### config.mk
export PLATFORM = sky130hd
export DESIGN_NAME = aabb_collision_response_unit
export DESIGN_NICKNAME = d
export VERILOG_FILES = /design/src/rtl/aabb_cr_pkg.sv /design/src/rtl/aabb_cr_core.sv /design/src/rtl/aabb_collision_response_unit.sv
export SDC_FILE = /design/constraint.sdc
export NUM_CORES = 1
export LEC_CHECK = 0
export BUFFER_PORTS_ARGS = -buffer_cell sky130_fd_sc_hd__buf_4
export CAP_MARGIN = 20
export CORE_ASPECT_RATIO = 1.4
export CORE_MARGIN = 4
export CORE_UTILIZATION = 40
export DETAILED_ROUTE_END_ITERATION = 10
export GPL_ROUTABILITY_DRIVEN = 1
export HOLD_SLACK_MARGIN = 0.03
export PLACE_DENSITY = 0.68
export SYNTH_ARGS = -nofsm -noshare
export SYNTH_HDL_FRONTEND = slang
export SYNTH_SLANG_ARGS = --single-unit
### constraint.sdc
create_clock -name clk_i -period 18.6 [get_ports clk_i]
set_input_delay 2.79 -clock clk_i [delete_from_list [all_inputs] [get_ports clk_i]]
set_output_delay 2.79 -clock clk_i [all_outputs]
set_load 0.01 [all_outputs]
### src/rtl/aabb_cr_pkg.sv
`default_nettype none
// ----------------------------------------------------------------------------
// aabb_cr_pkg
// Shared types and constants of the box collision response unit: field
// widths, contact side codes and the result record.
// ----------------------------------------------------------------------------

package aabb_cr_pkg;

  // port widths of coordinates, velocities and sizes
  localparam int unsigned FieldW = 32;
  localparam int unsigned SizeW  = 31;

  // contact side of the moving box
  typedef enum logic [1:0] {
    SIDE_LEFT   = 2'd0,
    SIDE_RIGHT  = 2'd1,
    SIDE_TOP    = 2'd2,
    SIDE_BOTTOM = 2'd3
  } side_e;

  // one finished result
  typedef struct packed {
    logic              hit;
    side_e             side;
    logic [FieldW-1:0] vel_x;
    logic [FieldW-1:0] vel_y;
    logic [FieldW-1:0] push_x;
    logic [FieldW-1:0] push_y;
  } result_t;

endpackage : aabb_cr_pkg
`default_nettype wire

### src/rtl/aabb_cr_core.sv
`default_nettype none
// ----------------------------------------------------------------------------
// aabb_cr_core
// Combinational datapath: overlap test, contact side by smallest overlap,
// velocity reflection and push-out position, all saturated to CoordW bits.
// ----------------------------------------------------------------------------

module aabb_cr_core #(
  parameter int unsigned CoordW = 32
) (
  input  wire logic [aabb_cr_pkg::FieldW-1:0] a_x_i,
  input  wire logic [aabb_cr_pkg::FieldW-1:0] a_y_i,
  input  wire logic [aabb_cr_pkg::SizeW-1:0]  a_width_i,
  input  wire logic [aabb_cr_pkg::SizeW-1:0]  a_height_i,
  input  wire logic [aabb_cr_pkg::FieldW-1:0] a_vel_x_i,
  input  wire logic [aabb_cr_pkg::FieldW-1:0] a_vel_y_i,
  input  wire logic [aabb_cr_pkg::FieldW-1:0] b_x_i,
  input  wire logic [aabb_cr_pkg::FieldW-1:0] b_y_i,
  input  wire logic [aabb_cr_pkg::SizeW-1:0]  b_width_i,
  input  wire logic [aabb_cr_pkg::SizeW-1:0]  b_height_i,
  output aabb_cr_pkg::result_t                res_o
);

  // two guard bits cover a coordinate plus a size minus a coordinate
  localparam int unsigned OW = CoordW + 2;

  // clamp to the CoordW-bit signed range, then sign-extend to the port width
  function automatic logic [aabb_cr_pkg::FieldW-1:0] sat_out(input logic signed [OW-1:0] v);
    logic signed [CoordW-1:0] r;
    logic                     fits;
    fits = (v[OW-1:CoordW-1] == {(OW-CoordW+1){1'b0}}) ||
           (v[OW-1:CoordW-1] == {(OW-CoordW+1){1'b1}});
    if (fits) begin
      r = v[CoordW-1:0];
    end else if (v[OW-1]) begin
      r = {1'b1, {(CoordW-1){1'b0}}};
    end else begin
      r = {1'b0, {(CoordW-1){1'b1}}};
    end
    return aabb_cr_pkg::FieldW'(r);
  endfunction

  logic signed [CoordW-1:0] ax, ay, vx, vy, bx, by;
  logic        [CoordW-2:0] aw, ah, bw, bh;
  logic signed [OW-1:0]     ax_e, ay_e, vx_e, vy_e, bx_e, by_e;
  logic signed [OW-1:0]     aw_e, ah_e, bw_e, bh_e;
  logic signed [OW-1:0]     ov_l, ov_r, ov_t, ov_b;
  logic signed [OW-1:0]     min_lr, min_tb;
  logic                     pick_r, pick_b, pick_tb;
  aabb_cr_pkg::side_e       side;
  logic signed [OW-1:0]     nvx, nvy, px, py;

  // effective coordinates and sizes from the low bits of each field
  assign ax = a_x_i[CoordW-1:0];
  assign ay = a_y_i[CoordW-1:0];
  assign vx = a_vel_x_i[CoordW-1:0];
  assign vy = a_vel_y_i[CoordW-1:0];
  assign bx = b_x_i[CoordW-1:0];
  assign by = b_y_i[CoordW-1:0];
  assign aw = a_width_i[CoordW-2:0];
  assign ah = a_height_i[CoordW-2:0];
  assign bw = b_width_i[CoordW-2:0];
  assign bh = b_height_i[CoordW-2:0];

  assign ax_e = OW'(ax);
  assign ay_e = OW'(ay);
  assign vx_e = OW'(vx);
  assign vy_e = OW'(vy);
  assign bx_e = OW'(bx);
  assign by_e = OW'(by);
  assign aw_e = signed'(OW'(aw));
  assign ah_e = signed'(OW'(ah));
  assign bw_e = signed'(OW'(bw));
  assign bh_e = signed'(OW'(bh));

  // penetration depth on each side
  assign ov_l = ax_e + aw_e - bx_e;
  assign ov_r = bx_e + bw_e - ax_e;
  assign ov_t = ay_e + ah_e - by_e;
  assign ov_b = by_e + bh_e - ay_e;

  // smallest overlap, ties go to the earlier side
  assign pick_r  = ov_r < ov_l;
  assign min_lr  = pick_r ? ov_r : ov_l;
  assign pick_b  = ov_b < ov_t;
  assign min_tb  = pick_b ? ov_b : ov_t;
  assign pick_tb = min_tb < min_lr;

  always_comb begin
    if (pick_tb) begin
      side = pick_b ? aabb_cr_pkg::SIDE_BOTTOM : aabb_cr_pkg::SIDE_TOP;
    end else begin
      side = pick_r ? aabb_cr_pkg::SIDE_RIGHT : aabb_cr_pkg::SIDE_LEFT;
    end
  end

  // reflect velocity and push the box out on the contact side
  always_comb begin
    nvx = vx_e;
    nvy = vy_e;
    px  = ax_e;
    py  = ay_e;
    unique case (side)
      aabb_cr_pkg::SIDE_LEFT: begin
        nvx = -vx_e;
        px  = bx_e - aw_e;
      end
      aabb_cr_pkg::SIDE_RIGHT: begin
        nvx = -vx_e;
        px  = bx_e + bw_e;
      end
      aabb_cr_pkg::SIDE_TOP: begin
        nvy = -vy_e;
        py  = by_e - ah_e;
      end
      default: begin
        nvy = -vy_e;
        py  = by_e + bh_e;
      end
    endcase
  end

  // hit when both axes overlap, touching edges included
  assign res_o.hit    = !ov_l[OW-1] && !ov_r[OW-1] && !ov_t[OW-1] && !ov_b[OW-1];
  assign res_o.side   = side;
  assign res_o.vel_x  = sat_out(nvx);
  assign res_o.vel_y  = sat_out(nvy);
  assign res_o.push_x = sat_out(px);
  assign res_o.push_y = sat_out(py);

endmodule : aabb_cr_core
`default_nettype wire

### src/rtl/aabb_collision_response_unit.sv
`default_nettype none
// ----------------------------------------------------------------------------
// aabb_collision_response_unit
// Box-versus-box collision response: hit test, contact side, reflected
// velocity and push-out position for one box pair per transaction.
// ----------------------------------------------------------------------------
// A box pair is taken whenever start_i is high; busy_o stays low, so a new
// transaction can be issued in every cycle. Each result appears on the
// output ports with done_o after passing the input register and then the
// overlap, compare and saturate datapath into the result register. done_o
// is a single-cycle strobe and the receiver cannot stall it, so it must
// capture results as they come. Results leave in issue order. COORD_BITS
// sets the effective signed width of coordinates and velocities (capped at
// 32); sizes use one bit fewer.

module aabb_collision_response_unit #(
  parameter int unsigned COORD_BITS = 32
) (
  input  wire logic        clk_i,
  input  wire logic        rst_ni,
  input  wire logic        start_i,
  output logic             busy_o,
  input  wire logic [31:0] a_x_i,
  input  wire logic [31:0] a_y_i,
  input  wire logic [30:0] a_width_i,
  input  wire logic [30:0] a_height_i,
  input  wire logic [31:0] a_vel_x_i,
  input  wire logic [31:0] a_vel_y_i,
  input  wire logic [31:0] b_x_i,
  input  wire logic [31:0] b_y_i,
  input  wire logic [30:0] b_width_i,
  input  wire logic [30:0] b_height_i,
  output logic             done_o,
  output logic             hit_o,
  output logic [1:0]       side_o,
  output logic [31:0]      new_vel_x_o,
  output logic [31:0]      new_vel_y_o,
  output logic [31:0]      push_x_o,
  output logic [31:0]      push_y_o
);

  localparam int unsigned CW = (COORD_BITS < 32) ? COORD_BITS : 32;

  logic                 accept;
  logic                 in_vld_q;
  logic                 out_vld_q;
  logic [31:0]          a_x_q, a_y_q, a_vel_x_q, a_vel_y_q, b_x_q, b_y_q;
  logic [30:0]          a_width_q, a_height_q, b_width_q, b_height_q;
  aabb_cr_pkg::result_t res_d, res_q;
  logic signed [CW-1:0] ax_cw, ay_cw, vx_cw, vy_cw;
  logic [31:0]          ax_ext, ay_ext, vx_ext, vy_ext;

  // never stalls: one transaction per cycle
  assign busy_o = 1'b0;
  assign accept = start_i && !busy_o;

  // input register valid
  always_ff @(posedge clk_i or negedge rst_ni) begin
    if (!rst_ni) begin
      in_vld_q <= 1'b0;
    end else begin
      in_vld_q <= accept;
    end
  end

  // input payload
  always_ff @(posedge clk_i) begin
    if (accept) begin
      a_x_q      <= a_x_i;
      a_y_q      <= a_y_i;
      a_width_q  <= a_width_i;
      a_height_q <= a_height_i;
      a_vel_x_q  <= a_vel_x_i;
      a_vel_y_q  <= a_vel_y_i;
      b_x_q      <= b_x_i;
      b_y_q      <= b_y_i;
      b_width_q  <= b_width_i;
      b_height_q <= b_height_i;
    end
  end

  // collision datapath
  aabb_cr_core #(
    .CoordW (CW)
  ) u_core (
    .a_x_i      (a_x_q),
    .a_y_i      (a_y_q),
    .a_width_i  (a_width_q),
    .a_height_i (a_height_q),
    .a_vel_x_i  (a_vel_x_q),
    .a_vel_y_i  (a_vel_y_q),
    .b_x_i      (b_x_q),
    .b_y_i      (b_y_q),
    .b_width_i  (b_width_q),
    .b_height_i (b_height_q),
    .res_o      (res_d)
  );

  // result register valid
  always_ff @(posedge clk_i or negedge rst_ni) begin
    if (!rst_ni) begin
      out_vld_q <= 1'b0;
    end else begin
      out_vld_q <= in_vld_q;
    end
  end

  // result payload
  always_ff @(posedge clk_i) begin
    if (in_vld_q) begin
      res_q <= res_d;
    end
  end

  assign done_o      = out_vld_q;
  assign hit_o       = res_q.hit;
  assign side_o      = res_q.side;
  assign new_vel_x_o = res_q.vel_x;
  assign new_vel_y_o = res_q.vel_y;
  assign push_x_o    = res_q.push_x;
  assign push_y_o    = res_q.push_y;

  // untouched axis values, for the checks below
  assign ax_cw  = a_x_q[CW-1:0];
  assign ay_cw  = a_y_q[CW-1:0];
  assign vx_cw  = a_vel_x_q[CW-1:0];
  assign vy_cw  = a_vel_y_q[CW-1:0];
  assign ax_ext = 32'(ax_cw);
  assign ay_ext = 32'(ay_cw);
  assign vx_ext = 32'(vx_cw);
  assign vy_ext = 32'(vy_cw);

  // every captured pair yields a result in the next cycle
  a_result_follows : assert property (@(posedge clk_i) disable iff (!rst_ni)
    in_vld_q |=> done_o)
    else $error("captured transaction produced no result");

  // no result without a captured pair
  a_no_spurious : assert property (@(posedge clk_i) disable iff (!rst_ni)
    done_o |-> $past(in_vld_q))
    else $error("result strobe without a transaction");

  // a horizontal contact leaves the vertical motion and position alone
  a_horiz_keeps_y : assert property (@(posedge clk_i) disable iff (!rst_ni)
    done_o && (side_o == aabb_cr_pkg::SIDE_LEFT || side_o == aabb_cr_pkg::SIDE_RIGHT)
    |-> new_vel_y_o == $past(vy_ext) && push_y_o == $past(ay_ext))
    else $error("horizontal contact changed the y axis");

  // a vertical contact leaves the horizontal motion and position alone
  a_vert_keeps_x : assert property (@(posedge clk_i) disable iff (!rst_ni)
    done_o && (side_o == aabb_cr_pkg::SIDE_TOP || side_o == aabb_cr_pkg::SIDE_BOTTOM)
    |-> new_vel_x_o == $past(vx_ext) && push_x_o == $past(ax_ext))
    else $error("vertical contact changed the x axis");

endmodule : aabb_collision_response_unit
`default_nettype wire
; Word-level counts from Yosys, hierarchy flattened
; Cells that the tools add are included.
; Widths: inputs -> output; s select.
[word_totals]
register_bits = 449
in_bits = 319
output_inout_bits = 133
elab_cells = 73
[op_classes]
n_reduce_logical = 17
mux = 17
eq_ne = 6
order_cmp = 3
n_addsub = 12
[ops]
columns = op, count
row1 = $mux 32, 8
row2 = $mux 34, 4
row3 = $pmux 34 s2, 2
row4 = $sub 33x32->34, 4
row5 = $add 32x32->33, 4
row6 = $lt 34x34->1, 3
row7 = $neg 32->34, 2
row8 = $sub 32x32->33, 2
row9 = $eq 3x3->1 const B, 4
row10 = $logic_not 3->1, 4
row11 = $logic_not 1->1, 4
row12 = $logic_or 1x1->1, 4
row13 = $logic_and 1x1->1, 3
row14 = $eq 2x1->1 const B, 1
row15 = $eq 2x2->1 const B, 1
row16 = $logic_not 2->1, 1
row17 = $mux 1, 2
row18 = $mux 2, 1
row19 = $reduce_or 2->1, 1

; Depth between registers and ports, before layout
; Gate-level depths: netlist (run 1).
[depth]
word_depth = 12
depth_mapped = 53
mapped_depth_nobuf = 48

; Cells and area by module
; A second synthesis (run 1) with hierarchy kept.
[unflattened]
cells_unflattened = 3504
area_unflattened_um2 = 34195.3
[by_module_without_submodules]
columns = mod, cells_per_inst, area_each_um2, seq_area_each_um2, instances
row1 = aabb_cr_core, 3053, 20711.1, 0.0, 1
row2 = aabb_collision_response_unit, 451, 13484.2, 13472.9, 1

; Least setup slack after synthesis (run 1)
; OpenSTA, ideal clock, no wires.
[synth_path]
path_type = register -> register
start = register b_y_q[1]
end = register res_q (netlist bit new_vel_x_o[31]), data pin
synth_period_minus_slack_ps = 10253
t_arrival_ps = 9991
setup_ps = 262
stages_incl_launch_ff = 49
path_buffers = 6
required_ps = 18338
slack_ps = 8347
cell_sequence = edfxtp_1 > inv_1 > fa_1 > nor2b_1 > o31ai_1 > a21oi_1 > a21oi_1 > xnor2_1 > ha_1 > a21o_1 > a21o_1 > a21o_1 > a211oi_1 > o211a_1 > o41ai_1 > a2111o_1 > a41oi_1 > o211ai_1 > (+13 left out) > clkbuf_1 > clkbuf_1 > o21ai_0 > ha_1 > a21o_1 > a21o_1 > a21o_1 > a21o_1 > a21o_1 > a21o_1 > a21o_1 > a221o_1 > a211oi_1 > o21ai_1 > or2_1 > buf_2 > buf_6 > mux2_1
[synth_lines]
columns = item, line_no
row1 = "start, declared", aabb_collision_response_unit.sv:47  ; logic [31:0] a_x_q, a_y_q, a_vel_x_q, a_vel_y_q, b_x_q, b_y_q;
row2 = "start signal, assigned", aabb_collision_response_unit.sv:76  ; b_y_q <= b_y_i;
row3 = "end signal, assigned", aabb_collision_response_unit.sv:111  ; res_q <= res_d;
row4 = "end, declared", aabb_collision_response_unit.sv:49  ; aabb_cr_pkg::result_t res_d, res_q;

==> metrics, run 1 <==
outcome finished, final reports clean; CTS sink count 449; setup ws final 5930 ps; CP arrival 13,030 ps; vias per cell 5.48; DP Wirelength 83,600 µm; Yosys top cell area share 0.381; CP endpoint kind register; worst slew pin tran 1110 ps; post-synthesis cell count 3,629; drt pass-1 iters 5; CTS root buf clkbuf_16; Slew Viols, Final 0; GR Overflow Total 0; area grow syn2layout 17.7%; register area share after synthesis 0.382; Post-Syn Area 35,200 µm²; Synthesis Warnings 0; top cells by count, synth edfxtp_1, inv_1, ha_1, a21oi_1, o21ai_0; die height 359 µm; syn_area_per_cell 9.71 µm²; Clock Path Buffers 3; Worst Hold Class register to register; Lkg Pwr 18.2 nW; Max Fclk 78.9 MHz; Slew HR 0.260; Final Cycle Share 0.681; Hold Buf Count CTS 0; Worst path max stage delay 980 ps; maximum VDD drop 483 µV; top-count cell post-synth edfxtp_1; Layout fillers 8,267; Hold Path Stages 2; final hold slack 598 ps; Post-synth EDFFs 447; CP startpoint kind register; clock tree from TritonCTS built; clk slew on worst S/H paths 80 ps; Critical Path RT 18,960 ps; Global Route Usage Sum 0.220; IO Pins 452; initial antenna violation count 1; vias in the first global route 29,200; first-pass GRT wire length 162,000 µm; total number of vias 28,900; DRC viols 0; worst setup path class register to register; Slowest cell on crit path o41ai_1; Synth cell types 100; Synth area leaders edfxtp_1, ha_1, inv_1; Post-Place Setup Slack 6050 ps; average wire per standard cell 20.3 µm; CTS Buf Count 47; die area 93,000 µm²; Fin. Hold Viols 0; Post-DRT Antenna Nets 0; placed cell area 39,900 µm²; num rows 128; CP most frequent cell a21o_1; initial DRC count 1,615; die span in x 259 µm; R2R depth 41; Pwr per Cell Area 187 nW/µm²; RSZ-0062 raised after global routing no; ys async rst share 0.00445; layout cells sized above 1 0.155; Final nets 4,798; Core Area 87,300 µm²; GPL Wtd Cong 0.917; Initial Util 0.404; max-cap violations 0; minimum clock period after layout 12,670 ps; worst skew pair latency 620 ps; postcts setup bufs 0; Most used DFF post-synth edfxtp_1; n_diodes 0; Final TNS setup 0 ps; port bufs 450; htree depth 2; Syn Nets 4,376; Final Skew 28.9 ps; largest net degree at the start of global routing 127; Yosys top cell by area edfxtp_1; Total Power 7.77 mW; Worst Path Max Fanout 66; Gates resized, CTS repair 0; flip-flop and latch count after synthesis 449; fin area 41,500 µm²; DRT Wirelength 107,000 µm; # setup viols final 0
-- routing by layer --
| layer | wire length (µm) | up-vias | track usage |
|---|---|---|---|
| met5 | 0 | - | 0 |
| met4 | 3490 | 0 | 0.0677 |
| met3 | 6770 | 151 | 0.0457 |
| met2 | 55900 | 831 | 0.416 |
| met1 | 40700 | 13700 | 0.246 |
| li1 | - | 14200 | - |
-- metrics by stage --
stage / std cells / utilization
after floorplan: 3629 / -
after global placement: 5172 / 0.457
after detailed placement: 5172 / 0.457
after CTS: 5260 / 0.475
after global routing: 5260 / 0.475
final: 5260 / 0.475
-- power breakdown --
part / total (mW) / internal, mW / switching, mW
clock network: 1.01 / 0.579 / 0.430
logic: 5.10 / 2.10 / 3.00
registers: 1.66 / 1.54 / 0.124
-- layout by cell type, fill, tap and decap left out, drive strengths merged, types with 11 or more instances in the layout --
master / Yosys / routed
a2bb2oi: 24 / 24
nor2: 221 / 221
a31o: 13 / 13
o21a: 46 / 46
nand2b: 42 / 42
clkbuf: 59 / 58
nor2b: 40 / 40
nand4: 34 / 34
mux2: 37 / 37
a31oi: 52 / 52
a22oi: 11 / 11
o21ai: 252 / 252
or2: 17 / 17
xnor2: 153 / 153
o22ai: 42 / 42
edfxtp: 447 / 447
nor3: 113 / 113
o21bai: 37 / 37
nor4: 11 / 11
a21boi: 12 / 12
a21oi: 302 / 302
o22a: 27 / 27
xor2: 58 / 58
and3: 37 / 37
o31ai: 53 / 53
a21o: 108 / 108
and2: 15 / 15
a211oi: 37 / 37
or4: 12 / 12
nand3: 37 / 37
buf: 40 / 472
mux2i: 41 / 41
ha: 360 / 360
inv: 414 / 421
o211ai: 14 / 14
clkinv: 0 / 13
fa: 68 / 68
nand2: 201 / 201
or3: 34 / 34
-- flip-flops by register name (all words and copies together), names as in the netlist --
register,cells
a_y_q,32
b_width_q,31
push_y_o,32
a_vel_x_q,32
b_y_q,32
a_height_q,31
b_x_q,32
new_vel_x_o,32
new_vel_y_o,32
a_width_q,31
side_o,2
push_x_o,32
done_o,1
b_height_q,31
hit_o,1
a_vel_y_q,32
a_x_q,32
in_vld_q,1
-- kinds of logic (layout without fill, tap and decap cells) --
logic type      count (synthesis)  after routing  synth area share
compound gates               1109           1109             0.201
fa+ha+maj                     429            429             0.167
other cells                     1              1          0.000106
mux                            78             78            0.0236
simple gates                  839            839             0.117
xor+xnor                      211            211            0.0524
buf+inv                       513            974            0.0570
flops                         449            449             0.382
-- critical path, delay by kind of cell (launching register included) --
kind | cells | cell delay (ps)
XOR/XNOR | 1 | 190
multiplexers | 1 | 270
AND/OR/NAND/NOR | 7 | 1730
AO/OA/AOI/OAI | 25 | 6800
flip-flops | 1 | 510
buffers and inverters | 3 | 1290
adder cells (fa/ha/maj) | 4 | 1430
-- layout make-up --
type | count | area, µm² | share of cell area
clock buffers | 58 | 1240 | 0.0298
clock inverters | 30 | 387 | 0.00932
inverters | 414 | 1550 | 0.0375
multi-input cells | 2667 | 19800 | 0.477
flip-flops and latches | 449 | 13500 | 0.325
well taps | 1170 | 1460 | 0.0353
repair buffers | 472 | 3560 | 0.0859
-- path summary, 6_finish.rpt --
| kind | start | to | slack, ps |
|---|---|---|---|
| max | b_x_q[1]$_DFFE_PP_ | new_vel_y_o[17]$_DFFE_PP_ | 5930 |
| min | a_y_q[2]$_DFFE_PP_ | push_y_o[2]$_DFFE_PP_ | 600 |
| max reg2reg | b_x_q[1]$_DFFE_PP_ | new_vel_y_o[17]$_DFFE_PP_ | 5930 |
| min reg2reg | a_y_q[2]$_DFFE_PP_ | push_y_o[2]$_DFFE_PP_ | 600 |
| max in group asynchronous | rst_ni | in_vld_q$_DFF_PN0_ | 16550 |
| min in group asynchronous | rst_ni | in_vld_q$_DFF_PN0_ | 1950 |
No activity file was read; power rests on OpenSTA's default activity.
==> run 2: changes to the inputs <==
--- a/config.mk
+++ b/config.mk
@@ -5,6 +5,7 @@
 export SDC_FILE = /design/constraint.sdc
 export NUM_CORES = 1
 export LEC_CHECK = 0
+export ABC_AREA = 1
 export BUFFER_PORTS_ARGS = -buffer_cell sky130_fd_sc_hd__buf_4
 export CAP_MARGIN = 20
 export CORE_ASPECT_RATIO = 1.4
==> constraint.sdc (replaced) <==
create_clock -name clk_i -period 11.85 [get_ports clk_i]
set_input_delay 1.7775 -clock clk_i [delete_from_list [all_inputs] [get_ports clk_i]]
set_output_delay 1.7775 -clock clk_i [all_outputs]
set_load 0.01 [all_outputs]
==> run 2 against run 1 <==
Net effect:
- final area is 2.2% lower
- worst hold slack better by 35 ps
- synthesized area is 2.4% lower
- fmax is 19% higher
- die area is 2.4% lower
- clock skew is 2.4 ps higher
- register-to-register slack worse by 4800 ps
==> metrics, run 2 <==
GPL Wtd Cong 0.972 (was 0.917); Fin. Hold Viols 0 (unchanged); DRC viols 0 (unchanged); CTS Buf Count 46 (was 47); first-pass GRT wire length 162,000 µm (about the same); worst skew pair latency 630 ps (was 620 ps); R2R Path Start b_y_q[1]$_DFFE_PP_ (was b_x_q[1]$_DFFE_PP_); Layout fillers 8,248 (was 8,267); Synth area leaders edfxtp_1, ha_1, nand2_1 (was edfxtp_1, ha_1, inv_1); Most used DFF post-synth edfxtp_1 (unchanged); largest net degree at the start of global routing 118 (was 127); total number of vias 28,800 (was 28,900); CP arrival 11,030 ps (was 13,030 ps); Final Skew 31.2 ps (was 28.9 ps); CTS root buf clkbuf_16 (unchanged); post-layout util 0.475 (about the same); Global Route Usage Sum 0.226 (was 0.220); Slowest cell on crit path buf_4 (was o41ai_1); IO Pins 452 (unchanged); average wire per standard cell 18.9 µm (was 20.3 µm); Crit. Startpoint b_y_q[1]$_DFFE_PP_ (was b_x_q[1]$_DFFE_PP_); r2r setup slk 1170 ps (was 5930 ps); Yosys top cell by area edfxtp_1 (unchanged); min-delay src a_vel_x_q[31]$_DFFE_PP_ (was a_y_q[2]$_DFFE_PP_); die span in x 256 µm (was 259 µm); Post-synth EDFFs 447 (unchanged); R2R depth 50 (was 41); htree depth 2 (unchanged); Critical Path RT 12,200 ps (was 18,960 ps); ys async rst share 0.00445 (unchanged); flip-flop and latch count after synthesis 449 (unchanged); Initial Util 0.402 (was 0.404); Worst Path Max Fanout 50 (was 66); post-synthesis mux area share 0 (was 0.0236); Slew Viols, Final 0 (unchanged); placed cell area 39,000 µm² (was 39,900 µm²); leading cell types in the layout, fill and taps excluded nand2_1, inv_1, buf_4 (was buf_4, edfxtp_1, inv_1); Core Area 85,500 µm² (was 87,300 µm²); commonest non-fill, non-tap cell in the layout nand2_1 (was buf_4); top cells by count, synth nand2_1, inv_1, edfxtp_1, ha_1, a21oi_1 (was edfxtp_1, inv_1, ha_1, a21oi_1, o21ai_0); dpl cells 5,488 (was 5,172); Max Fclk 93.7 MHz (was 78.9 MHz); clk slew on worst S/H paths 70 ps (was 80 ps); Compound-Gate Fraction of Synth Area 0.111 (was 0.201); post-synthesis cell count 3,980 (was 3,629); multi-input logic area 18,400 µm² (was 19,800 µm²); final hold slack 633 ps (was 598 ps); postcts setup bufs 0 (unchanged); CP startpoint kind register (unchanged); fin area 40,600 µm² (was 41,500 µm²); simple-gate area share of the yosys netlist 0.188 (was 0.117); DP Wirelength 86,600 µm (was 83,600 µm); largest family of logic cells by synthesized area simple AND/OR/NAND/NOR gates (was compound AO/OA/AOI/OAI gates); Worst Hold Class register to register (unchanged); CTS sink count 449 (unchanged); clock tree from TritonCTS built (unchanged); Syn Nets 4,727 (was 4,376); num rows 127 (was 128); minimum clock period after layout 10,680 ps (was 12,670 ps); die area 90,800 µm² (was 93,000 µm²); outcome finished, final reports clean (unchanged); Post-DRT Antenna Nets 0 (unchanged); worst setup path class register to register (unchanged); CP most frequent cell inv_1 (was a21o_1); Hold Buf Count CTS 0 (unchanged); worst slew pin tran 1130 ps (was 1110 ps); adder-cell share of the synthesized area 0.171 (was 0.167); Synthesis Warnings 0 (unchanged); # setup viols final 0 (unchanged); port bufs 450 (unchanged); xor and xnor area share after synthesis 0.0662 (was 0.0524); area grow syn2layout 18.0% (was 17.7%); Yosys top cell area share 0.390 (was 0.381); Sequential cell area 13,500 µm² (unchanged); GR Overflow Total 0 (unchanged); Reg-to-Reg End new_vel_x_o[14]$_DFFE_PP_ (was new_vel_y_o[17]$_DFFE_PP_); vias per cell 5.15 (was 5.48); DRT Wirelength 106,000 µm (was 107,000 µm); Hold Path Stages 2 (unchanged); Clock Path Buffers 3 (unchanged); Finished Layout Cells 5,580 (was 5,260); vias in the first global route 29,300 (was 29,200); top-count cell post-synth nand2_1 (was edfxtp_1); Final Cycle Share 0.901 (was 0.681); syn_area_per_cell 8.64 µm² (was 9.71 µm²); die height 355 µm (was 359 µm); Slew HR 0.240 (was 0.260); RSZ-0062 raised after global routing yes (was no); max-cap violations 0 (unchanged); register area share after synthesis 0.392 (was 0.382); Gates resized, CTS repair 0 (unchanged); Post-Syn Area 34,400 µm² (was 35,200 µm²); initial antenna violation count 8 (was 1); initial DRC count 1,833 (was 1,615); CP endpoint kind register (unchanged); Synth cell types 57 (was 100); Hold Path End new_vel_x_o[31]$_DFFE_PP_ (was push_y_o[2]$_DFFE_PP_); drt pass-1 iters 6 (was 5); Final nets 5,188 (was 4,798); Worst path max stage delay 490 ps (was 980 ps); layout cells sized above 1 0.141 (was 0.155)
## run 2: critical path, delay by kind of cell, from the launching register on
family,cells,cell delay (ps)
simple gates,18,2940
fa+ha+maj,4,1440
xor+xnor,1,160
flops,1,480
buf+inv,10,1370
compound gates,17,3960
## run 2: layout make-up
cell class | count | share of cell area
Sequential cell | 449 | 0.332
Clock inverter | 31 | 0.00888
Antenna cell | 8 | 0.000493
Timing Repair Buffer | 480 | 0.0896
Multi-Input combinational cell | 2903 | 0.454
Tap cell | 1096 | 0.0338
Inverter | 561 | 0.0519
Clock buffer | 52 | 0.0289
## run 2: per-layer routing
layer  wire, µm  GRT usage
met5          0          0
met4       4940     0.0991
met3       3990     0.0238
met2      56100      0.431
met1      40600      0.253
## run 2: worst max path at each step
stage | end | slack, ps | cells past startpoint
final | new_vel_x_o[14]$_DFFE_PP_ | 1170 | 50
after CTS | new_vel_x_o[14]$_DFFE_PP_ | 610 | 52
after floorplan | push_x_o[29]$_DFFE_PP_ | 3300 | 55
after global placement | new_vel_x_o[14]$_DFFE_PP_ | 1150 | 52
after global routing | new_vel_y_o[30]$_DFFE_PP_ | -10 | 55
after detailed placement | new_vel_x_o[14]$_DFFE_PP_ | 660 | 52
## run 2: cell families after synthesis
group,Yosys count
and+or+nand+nor,1536
AOI/OAI and AO/OA,678
buffers and inverters,628
DFF,449
adders and majority gates,428
xor gates and xnor gates,260
other,1
## run 2: through the flow
step | setup slack [ps] | setup TNS [ps]
detailed placement | 657 | 0
CTS | 609 | 0
floorplan | 3300 | 0
finish | 1170 | 0
global route | -12.9 | -12.9
global placement | 1150 | 0
Power of run 2 is not shown: default switching activity piles up to over one toggle a cycle in this logic, so the estimate is an artifact.
